**src/sv/waveform_modulator_macros.svh**
```systemverilog
// Assertion macros shared by the waveform modulator RTL.
// Defining NO_ASSERTIONS turns every macro into an empty body.
`ifndef WAVEFORM_MODULATOR_MACROS_SVH
`define WAVEFORM_MODULATOR_MACROS_SVH
`ifndef NO_ASSERTIONS
// Same-cycle implication, checked outside of reset.
`define WM_ASSERT_IMP(lbl, clk, rst_n, ante, cons) \
    lbl: assert property (@(posedge clk) disable iff (!rst_n) (ante) |-> (cons)) \
        else $error("waveform_modulator: assertion failed");
// Next-cycle implication, checked outside of reset.
`define WM_ASSERT_NEXT(lbl, clk, rst_n, ante, cons) \
    lbl: assert property (@(posedge clk) disable iff (!rst_n) (ante) |=> (cons)) \
        else $error("waveform_modulator: assertion failed");
`else
`define WM_ASSERT_IMP(lbl, clk, rst_n, ante, cons)
`define WM_ASSERT_NEXT(lbl, clk, rst_n, ante, cons)
`endif
`endif

```
**src/sv/wm_pkg.sv**
```systemverilog
// Package for the waveform modulator: constants, register codes and flow types.
// No dependencies; all other files but the macros header import it.
`default_nettype none

package wm_pkg;

    // Number of register stages from the input beat to the output register.
    localparam int NS = 8;

    localparam int CFG_IDX_W = 2;

    // Configuration register indexes.
    localparam logic [CFG_IDX_W-1:0] REG_WAVE_TYPE = 2'd0;
    localparam logic [CFG_IDX_W-1:0] REG_AMPLITUDE = 2'd1;
    localparam logic [CFG_IDX_W-1:0] REG_BIAS      = 2'd2;
    localparam logic [CFG_IDX_W-1:0] REG_INVERT    = 2'd3;

    // Waveform select codes; the fourth code passes the value through.
    localparam logic [1:0] WAVE_SINE  = 2'd0;
    localparam logic [1:0] WAVE_SAW   = 2'd1;
    localparam logic [1:0] WAVE_PULSE = 2'd2;

    // Register reset values.
    localparam logic [1:0]         RST_WAVE_TYPE = WAVE_SINE;
    localparam logic [31:0]        RST_AMPLITUDE = 32'h0001_0000;
    localparam logic signed [31:0] RST_BIAS      = 32'sh0000_8000;

    // One in Q16 as an 18-bit waveform sample.
    localparam logic signed [17:0] ONE_W = 18'sd65536;

    // Sine polynomial coefficients in Q16, and the Q48 constant term.
    localparam logic signed [19:0] SIN_C2  = -20'sd321126;
    localparam logic signed [18:0] SIN_C4  = 19'sd235930;
    localparam logic signed [51:0] ACC_ONE = 52'sh1_0000_0000_0000;
    localparam logic signed [51:0] ACC_HALF = 52'sh0_0000_8000_0000;

    // Rounding offset for the level scaling by 2^-17.
    localparam logic signed [50:0] PROD_HALF = 51'sd65536;

    // Pipeline flow control between the stage controller and the datapath.
    typedef struct packed {
        logic [NS-1:0] load;
        logic [NS-1:0] valid;
    } t_flow;

endpackage

`default_nettype wire

```
**src/sv/wm_flow.sv**
```systemverilog
// Stage controller for the waveform modulator pipeline: valid bits and load enables.
// Depends on wm_pkg and the assertion macros header.
`default_nettype none
`include "waveform_modulator_macros.svh"

module wm_flow import wm_pkg::*; (
    input  logic  i_clk,
    input  logic  i_rst_n,
    input  logic  i_in_valid,
    input  logic  i_out_ready,
    output t_flow o_flow
);

    logic [NS-1:0] r_valid;
    logic [NS-1:0] n_valid;
    logic [NS-1:0] w_load;
    logic          w_in_acc;
    logic          w_out_acc;

    // A stage loads when it is empty or when its content moves on, so bubbles close up.
    always_comb begin
        w_load[NS-1] = !r_valid[NS-1] || i_out_ready;
        for (int k = NS - 2; k >= 0; k--) begin
            w_load[k] = !r_valid[k] || w_load[k+1];
        end
    end

    assign n_valid = {r_valid[NS-2:0], i_in_valid};

    always_ff @(posedge i_clk) begin
        if (!i_rst_n) begin
            r_valid <= '0;
        end else begin
            for (int k = 0; k < NS; k++) begin
                if (w_load[k]) begin
                    r_valid[k] <= n_valid[k];
                end
            end
        end
    end

    assign o_flow.load  = w_load;
    assign o_flow.valid = r_valid;

    assign w_in_acc  = i_in_valid && w_load[0];
    assign w_out_acc = r_valid[NS-1] && i_out_ready;

    `WM_ASSERT_IMP(a_stall_only_when_full, i_clk, i_rst_n, !w_load[0], &r_valid)
    `WM_ASSERT_NEXT(a_item_count, i_clk, i_rst_n, 1'b1, $countones(r_valid) == $past($countones(r_valid)) + int'($past(w_in_acc)) - int'($past(w_out_acc)))
    `WM_ASSERT_NEXT(a_first_stage_holds, i_clk, i_rst_n, r_valid[0] && !w_load[1], r_valid[0])

endmodule

`default_nettype wire

```
**config.mk**
```make
export PLATFORM = sky130hd
export DESIGN_NAME = wm_flow
export DESIGN_NICKNAME = d
export VERILOG_FILES = /design/src/sv/wm_pkg.sv /design/src/sv/wm_flow.sv
export VERILOG_INCLUDE_DIRS = /design/src /design/src/sv
export SDC_FILE = /design/constraint.sdc
export NUM_CORES = 1
export LEC_CHECK = 0
export ABC_CLOCK_PERIOD_IN_PS = 900
export BUFFER_PORTS_ARGS = -buffer_cell sky130_fd_sc_hd__buf_2
export CAP_MARGIN = 20
export CORE_AREA = 2 2 39 41
export DETAILED_ROUTE_END_ITERATION = 7
export DIE_AREA = 0 0 41 43
export SYNTH_ARGS = -nofsm -noshare
export SYNTH_HDL_FRONTEND = slang
export SYNTH_SLANG_ARGS = --single-unit
```
**constraint.sdc**
```tcl
create_clock -name i_clk -period 0.9 [get_ports i_clk]
set_input_delay 0.09 -clock i_clk [delete_from_list [all_inputs] [get_ports i_clk]]
set_output_delay 0.09 -clock i_clk [all_outputs]
set_load 0.005 [all_outputs]
```
==> results of run 1 <==
[synthesized netlist by cell type]
cell type,n
inv_2,2
dfxtp_1,8
nand2_1,4
and2b_1,1
nor3_2,1
and2_2,1
o21ai_2,1
nor2b_1,1
nor2_2,1
clkbuf_1,1
a22o_1,1
o21a_1,5
inv_1,4
a21oi_1,1
and4b_4,1
nand3_1,2
and3_1,1
[final timing paths]
kind	startpoint	to	slack (ps)	cells after the start
worst max-delay path	r_valid[7]	o_flow[9]	-430	5
worst min-delay path	i_in_valid	r_valid[0]	50	2
worst max register to register	r_valid[7]	r_valid[7]	-360	6
worst min register to register	r_valid[0]	r_valid[1]	500	1
[power by group]
group	internal (mW)	total [mW]	switching [mW]
logic	0.0323	0.0517	0.0195
clock network	0.152	0.270	0.118
registers	0.363	0.369	0.00619
total	0.548	0.691	0.143
[cell type report]
| class | count | area [um2] | share of cell area [%] |
|---|---|---|---|
| Clock buffer | 3 | 22.5 | 3.21 |
| Tap cell | 16 | 20.0 | 2.85 |
| Sequential cell | 8 | 170 | 24.2 |
| Inverter | 6 | 27.5 | 3.92 |
| Multi-Input combinational cell | 21 | 160 | 22.8 |
| Timing Repair Buffer | 34 | 302 | 43.0 |
[through the flow]
step | power (mW) | setup slack, ps | util (%)
2_1_floorplan | 0.391 | -77.7 | -
3_3_place_gp | 0.412 | -183 | 35.8
3_5_place_dp | 0.413 | -215 | 35.8
4_1_cts | 0.690 | -436 | 44.2
5_1_grt | 0.736 | -485 | 50.7
6_report | 0.691 | -426 | 50.7
[per-layer routing]
| layer | global-route usage, % | part of all wire, % | vias to the layer above |
|---|---|---|---|
| met5 | 0 | 0 | - |
| li1 | - | - | 191 |
| met1 | 13.5 | 40 | 171 |
| met2 | 17.5 | 49 | 12 |
| met3 | 5.24 | 7.2 | 4 |
| met4 | 10.0 | 3.1 | 0 |
[cell families after synthesis]
| family | after synthesis | share of synthesized area, % |
|---|---|---|
| compound gates | 8 | 18.3 |
| buf+inv | 7 | 7.98 |
| flops | 8 | 48.7 |
| simple gates | 13 | 25.1 |
[repair_timing]
| action | CTS | global route |
|---|---|---|
| cloned | 0 | 0 |
| buffers inserted | 5 | 7 |
| gates resized for setup | 15 | 22 |
| setup endpoints to repair | 17 | 23 |
| hold buffers | 0 | 0 |
| pin swaps | 7 | 4 |
==> impl_metrics.yaml, run 1 <==
setup_path:
  cp.required_ps: 810
  crit_arrival_ps: 1240
  crit_type: "reg -> out"
  cpLargestDelayFamily: "simple AND/OR/NAND/NOR gates"
  crit_chain: "and4b_4 > inv_4 > nor3_4 > inv_1 > buf_2"
  slowest_stage: "dfxtp_2"
  cp_max_fo: 3
  start_kind: "register"
  crit_buf_inv: 3
  endpoint_kind: "primary output"
  cpPeakStageDelay_ps: 320
floorplanning:
  initial_core_util_pct: 23.8
  ios: 20
  die_width_um: 41
  rows: 14
  core_area_um2: 1380
  chipHeight_um: 43
  dieArea_um2: 1760
grt:
  antenna_found_initial: 0
  grt_pass1_vias: 342
  grt.total_usage_pct: 12.4
  grt_first_pass_wirelength_mm: 1.40
  grt_start_max_net_pins: 11
  grt_overflow: 0
power:
  powerDensity_nw_per_um2: 985
  peakVddDrop_mv: 0.640
  leakage_nw: 0.319
sta:
  setup_violations: 18
  drv_slew: 0
  tns_ps: -4230
  holdWs_ps: 54.4
  skew_ps: 6.29
  layout_setup_ws_ps: -426
  relSlewSlack_pct: 84.5
  fmax_mhz: 754
  rsz0062_at_grt: "yes"
  tightest_slew_ps: 233
  fin_crit_ps: 1330
  finalCritPeriodShare_pct: 147
  hold_viol_final: 0
place:
  gp_congestion: 0.751
  numPlacedInstances: 77
  dp_hpwl_um: 566
  place_area_um2: 495
  port_buffers: 19
clock_network:
  cts_root_buf: "clkbuf_4"
  htreeDepth: 1
  clkSinkCount: 8
  cts.clk_slew.worst_paths_ps: 50
  clk-insertion-delay-late_ps: 250
  clockBufferDepth: 2
  numCtsBuffers: 3
  cts_tree: "built"
layout:
  reg.largest.list: "r_valid x8"
  finalNetCount: 78
  n_antenna_cell: 0
  final_cells: 88
  area_growth_pct: 113
  largest-register: "r_valid"
  postLayoutCellArea_um2: 702
  layout_common_cells: "buf_6 (19), buf_2 (10), dfxtp_2 (8)"
  final_common_cell: "buf_6"
  fillCellCount: 131
  drive_gt1_share_pct: 76.4
  largest_reg_flops: 8
run_status:
  violations: "negative setup slack"
  status: "finished with violations"
detailed_routing:
  drtIter0Drc: 4
  ant_nets: 0
  via_per_inst: 4.30
  drc: 0
  wl_per_cell_um: 10.2
  routed_wl_um: 900
  vias: 378
  drtPass1Iterations: 2
synth:
  synth.distinct_cells: 17
  synth_area_um2: 329
  syn_avg_cell_area_um2: 9.14
  synth_top_area_share_pct: 48.7
  syn_inst: 36
  synth.area.top_cells: "dfxtp_1 (49%), o21a_1 (11%), inv_1 (4.6%), nand2_1 (4.6%), and4b_4 (4.2%)"
  syn_nets: 40
  synth_area_leader_cell: "dfxtp_1"
  synth_seq_cells: 8
  synth_seq_area_share_pct: 48.7
  yosysWarnings: 0
job:
  drv_cap: 0
worst_hold_path:
  hold_path_class: "in -> reg"
Note: power is estimated with default switching activity, not from simulation.
==> run 2: changes to the inputs <==
Settings changed: BUFFER_PORTS_ARGS -buffer_cell sky130_fd_sc_hd__buf_2 to -buffer_cell sky130_fd_sc_hd__clkbuf_2.
==> impl_metrics.yaml, run 2 (synthesis results as in run 1) <==
sta:
  layout_setup_ws_ps: -419
  rsz0062_at_grt: "yes"
  hold_viol_final: 0
  tightest_slew_ps: 216
  relSlewSlack_pct: 85.6
  setup_violations: 17
  fin_crit_ps: 1320
  fmax_mhz: 758
  finalCritPeriodShare_pct: 147
  skew_ps: 7.00
  drv_slew: 0
power:
  peakVddDrop_mv: 0.577
  leakage_nw: 0.306
  finalPower_mw: 0.690
  powerDensity_nw_per_um2: 1060
setup_path:
  startpoint: "r_valid[7]"
  crit_arrival_ps: 1230
  endpoint: "o_flow[9]"
  r2r-start: "r_valid[7]"
  start_kind: "register"
  ff2ff_setup_slack_ps: -230
  endpoint_kind: "primary output"
  rr_worst_depth: 6
  cp_max_fo: 3
  crit_type: "reg -> out"
  rr_endpoint: "r_valid[2]"
  cp.required_ps: 810
detailed_routing:
  routed_wl_um: 813
  wl_per_cell_um: 9.34
  drtIter0Drc: 2
  drtPass1Iterations: 2
  ant_nets: 0
  vias: 367
  drc: 0
  via_per_inst: 4.22
clock_network:
  clkSinkCount: 8
  cts_tree: "built"
  hold_buffers: 0
  cts_root_buf: "clkbuf_4"
  numCtsBuffers: 3
  clk-insertion-delay-late_ps: 260
  htreeDepth: 1
  cts.clk_slew.worst_paths_ps: 60
  clockBufferDepth: 2
grt:
  grt.total_usage_pct: 10.9
  antenna_found_initial: 0
  grt_start_max_net_pins: 7
  grt_pass1_vias: 306
  grt_first_pass_wirelength_mm: 1.17
  grt_overflow: 0
layout:
  largest-register: "r_valid"
  layout_common_cells: "clkbuf_2 (13), buf_6 (13), dfxtp_2 (6)"
  area_growth_pct: 98.5
  fillCellCount: 139
  finalNetCount: 77
  drive_gt1_share_pct: 71.8
  n_antenna_cell: 0
  fin_util_pct: 47.2
  largest_reg_flops: 8
  reg.largest.list: "r_valid x8"
floorplanning:
  ios: 20
  dieArea_um2: 1760
  chipHeight_um: 43
  core_area_um2: 1380
  rows: 14
  initial_core_util_pct: 23.8
  die_width_um: 41
worst_hold_path:
  hold_start: "i_in_valid"
  hold_path_class: "in -> reg"
place:
  port_buffers: 19
  place_worst_setup_slack_ps: -214
  dp_hpwl_um: 612
  gp_congestion: 0.719
job:
  drv_cap: 0
run_status:
  violations: "negative setup slack"
  status: "finished with violations"
==> run 2: how the worst min path moves through the flow <==
stage / slack (ps) / cells past startpoint / to
floorplan: 220 / 1 / r_valid[0]
global placement: 310 / 2 / r_valid[0]
CTS: 50 / 2 / r_valid[0]
global route: 50 / 2 / r_valid[0]
finish: 50 / 2 / r_valid[0]
detailed placement: 320 / 2 / r_valid[0]
==> run 2: per-stage QoR <==
stage               std cells  TNS, ps  cell area, um2  hold slack, ps
finish                     87    -4160             653            51.7
global route               87    -4920             653            48.4
CTS                        85    -3590             592            50.6
detailed placement         78    -1380             503             319
global placement           78    -1060             503             311
floorplan                  36     -430             332             223
==> run 2: final cells by class <==
class | count | area [um2] | share of cell area (%)
repair buffers | 33 | 259 | 39.7
clock buffers | 3 | 22.5 | 3.45
flip-flops and latches | 8 | 168 | 25.7
inverters | 6 | 25.0 | 3.83
multi-input cells | 21 | 159 | 24.3
well taps | 16 | 20.0 | 3.07
==> run 2: worst max-delay path, stage by stage (launching register included) <==
cell and delay (ps):
dfxtp_2 320, and4b_4 270, inv_4 50, nor3_4 170, inv_1 50, clkbuf_2 100
==> run 2: report_power, final <==
part | switching [mW] | total (mW) | internal (mW) | leakage (nW)
clock network | 0.123 | 0.276 | 0.153 | 0.0138
registers | 0.00596 | 0.368 | 0.362 | 0.0680
logic | 0.0177 | 0.0459 | 0.0282 | 0.224
==> run 2: per-layer routing <==
metal  track usage (%)  wire length, um  up-vias
met2              14.7              399       12
met3              3.14               41        4
met5                 0                0        -
li1                  -                -      189
met4              14.0               42        0
met1              11.1              329      162
==> run 2: what timing repair did <==
item	in CTS	in global routing
setup buffers	5	3
resized for setup	11	15
endpoints found under the setup margin	15	21
pin swaps	9	4
==> run 3: changes to the inputs <==
Settings changed: CORE_AREA 2 2 39 41 to 10 10 47 49, DIE_AREA 0 0 41 43 to 0 0 57 59, GPL_ROUTABILITY_DRIVEN from default to 1.
==> impl_metrics.yaml, run 3 (synthesis results as in run 1) <==
worst_hold_path:
  hold_path_class: "in -> reg"
sta:
  layout_setup_ws_ps: -413
  relSlewSlack_pct: 85.1
  rsz0062_at_grt: "yes"
  fin_crit_ps: 1310
  setup_violations: 15
  hold_viol_final: 0
  tightest_slew_ps: 224
  skew_ps: 1.91
  drv_slew: 0
  fmax_mhz: 762
  tns_ps: -3620
  finalCritPeriodShare_pct: 146
layout:
  largest-register: "r_valid"
  largest_reg_flops: 8
  area_growth_pct: 97.3
  layout_common_cells: "clkbuf_2 (12), buf_6 (12), dfxtp_2 (7)"
  final_cells: 86
  n_antenna_cell: 0
  reg.largest.list: "r_valid x8"
  postLayoutCellArea_um2: 649
  finalNetCount: 76
  drive_gt1_share_pct: 74.3
  fillCellCount: 145
clock_network:
  clkSinkCount: 8
  numCtsBuffers: 3
  cts_root_buf: "clkbuf_4"
  cts.clk_slew.worst_paths_ps: 50
  cts_tree: "built"
  clk-insertion-delay-late_ps: 240
  clockBufferDepth: 2
  htreeDepth: 1
floorplanning:
  die_width_um: 57
  core_area_um2: 1400
  dieArea_um2: 3360
  initial_core_util_pct: 23.5
  ios: 20
  rows: 14
  chipHeight_um: 59
power:
  switching_share_pct: 19.0
  peakVddDrop_mv: 0.481
  pwr-share-comb_pct: 6.6
  clockPowerShare_pct: 38.0
  pwr-share-seq_pct: 55.4
  p_sw_mw: 0.126
  powerDensity_nw_per_um2: 1030
  finalPower_mw: 0.666
  p_int_mw: 0.540
  leakage_nw: 0.303
detailed_routing:
  ant_nets: 0
  drtPass1Iterations: 2
  drc: 0
  wl_per_cell_um: 11.3
  drtIter0Drc: 4
  routed_wl_um: 974
  vias: 364
  via_per_inst: 4.23
grt:
  grt_start_max_net_pins: 7
  grt_use_met3_pct: 3.65
  grt.total_usage_pct: 5.98
  grt_first_pass_wirelength_mm: 1.64
  met1_usage_pct: 5.26
  grt_pass1_vias: 390
  grt_overflow: 0
  use_met2_pct: 10.5
  gr-max-usage-layer: "met2"
  antenna_found_initial: 0
run_status:
  status: "finished with violations"
  violations: "negative setup slack"
setup_path:
  cpPeakStageDelay_ps: 330
  cp_max_fo: 3
  crit_arrival_ps: 1220
  endpoint_kind: "primary output"
  cpMostUsedCell: "buf_6"
  cp.required_ps: 810
  crit_type: "reg -> out"
  start_kind: "register"
  slowest_stage: "dfxtp_2"
  crit_chain: "and4b_4 > inv_4 > buf_4 > buf_6 > buf_6"
place:
  gp_congestion: 0.715
  numPlacedInstances: 77
  place_area_um2: 495
  dp_hpwl_um: 781
  port_buffers: 19
job:
  drv_cap: 0
run 3: what timing repair did:
item | in CTS | in global routing
gates resized for setup | 11 | 18
setup buffers | 5 | 5
pin swaps | 10 | 3
hold buffers | 0 | 0
setup endpoints to repair | 14 | 22
endpoints found under the hold margin | 0 | 0
run 3: metal layers:
| layer | part of all wire [%] | wire (um) |
|---|---|---|
| met2 | 57 | 554 |
| met4 | 1.0 | 10 |
| met5 | 0 | 0 |
| met1 | 34 | 329 |
| met3 | 8.1 | 79 |
run 3: critical path: cells and delay by family (launching register included):
kind	cells	cell delay (ps)
flip-flops	1	330
AND/OR/NAND/NOR	1	260
buffers and inverters	4	390
run 3: final cells by class:
| class | instances | area [um2] | area share (%) |
|---|---|---|---|
| repair buffers | 32 | 250 | 38.5 |
| well taps | 16 | 20.0 | 3.08 |
| clock buffers | 3 | 22.5 | 3.47 |
| inverters | 6 | 27.5 | 4.24 |
| flip-flops and latches | 8 | 169 | 26.0 |
| multi-input cells | 21 | 160 | 24.7 |
run 3: final timing paths:
kind | from | endpoint | slack, ps | cells past startpoint
setup / recovery | r_valid[5] | o_flow[13] | -410 | 5
hold / removal | i_in_valid | r_valid[0] | 90 | 2
hold reg to reg | r_valid[1] | r_valid[2] | 500 | 1
setup reg to reg | r_valid[5] | r_valid[3] | -170 | 5
run 3: power groups by stage:
stage	Clock [mW]	Combinational, mW	Sequential [mW]
finish	0.254	0.0438	0.369
global route	0.285	0.0475	0.370
CTS	0.267	0.0412	0.368
detailed placement	0	0.0400	0.376
global placement	0	0.0396	0.375
floorplan	0	0.0149	0.376
run 3: stage by stage:
step	hold WS, ps	util, %	setup slack, ps
floorplan	223	-	-77.7
global placement	312	35.4	-187
detailed placement	341	35.4	-216
CTS	88.8	41.5	-432
global route	76.6	46.3	-489
finish	87.4	46.3	-413
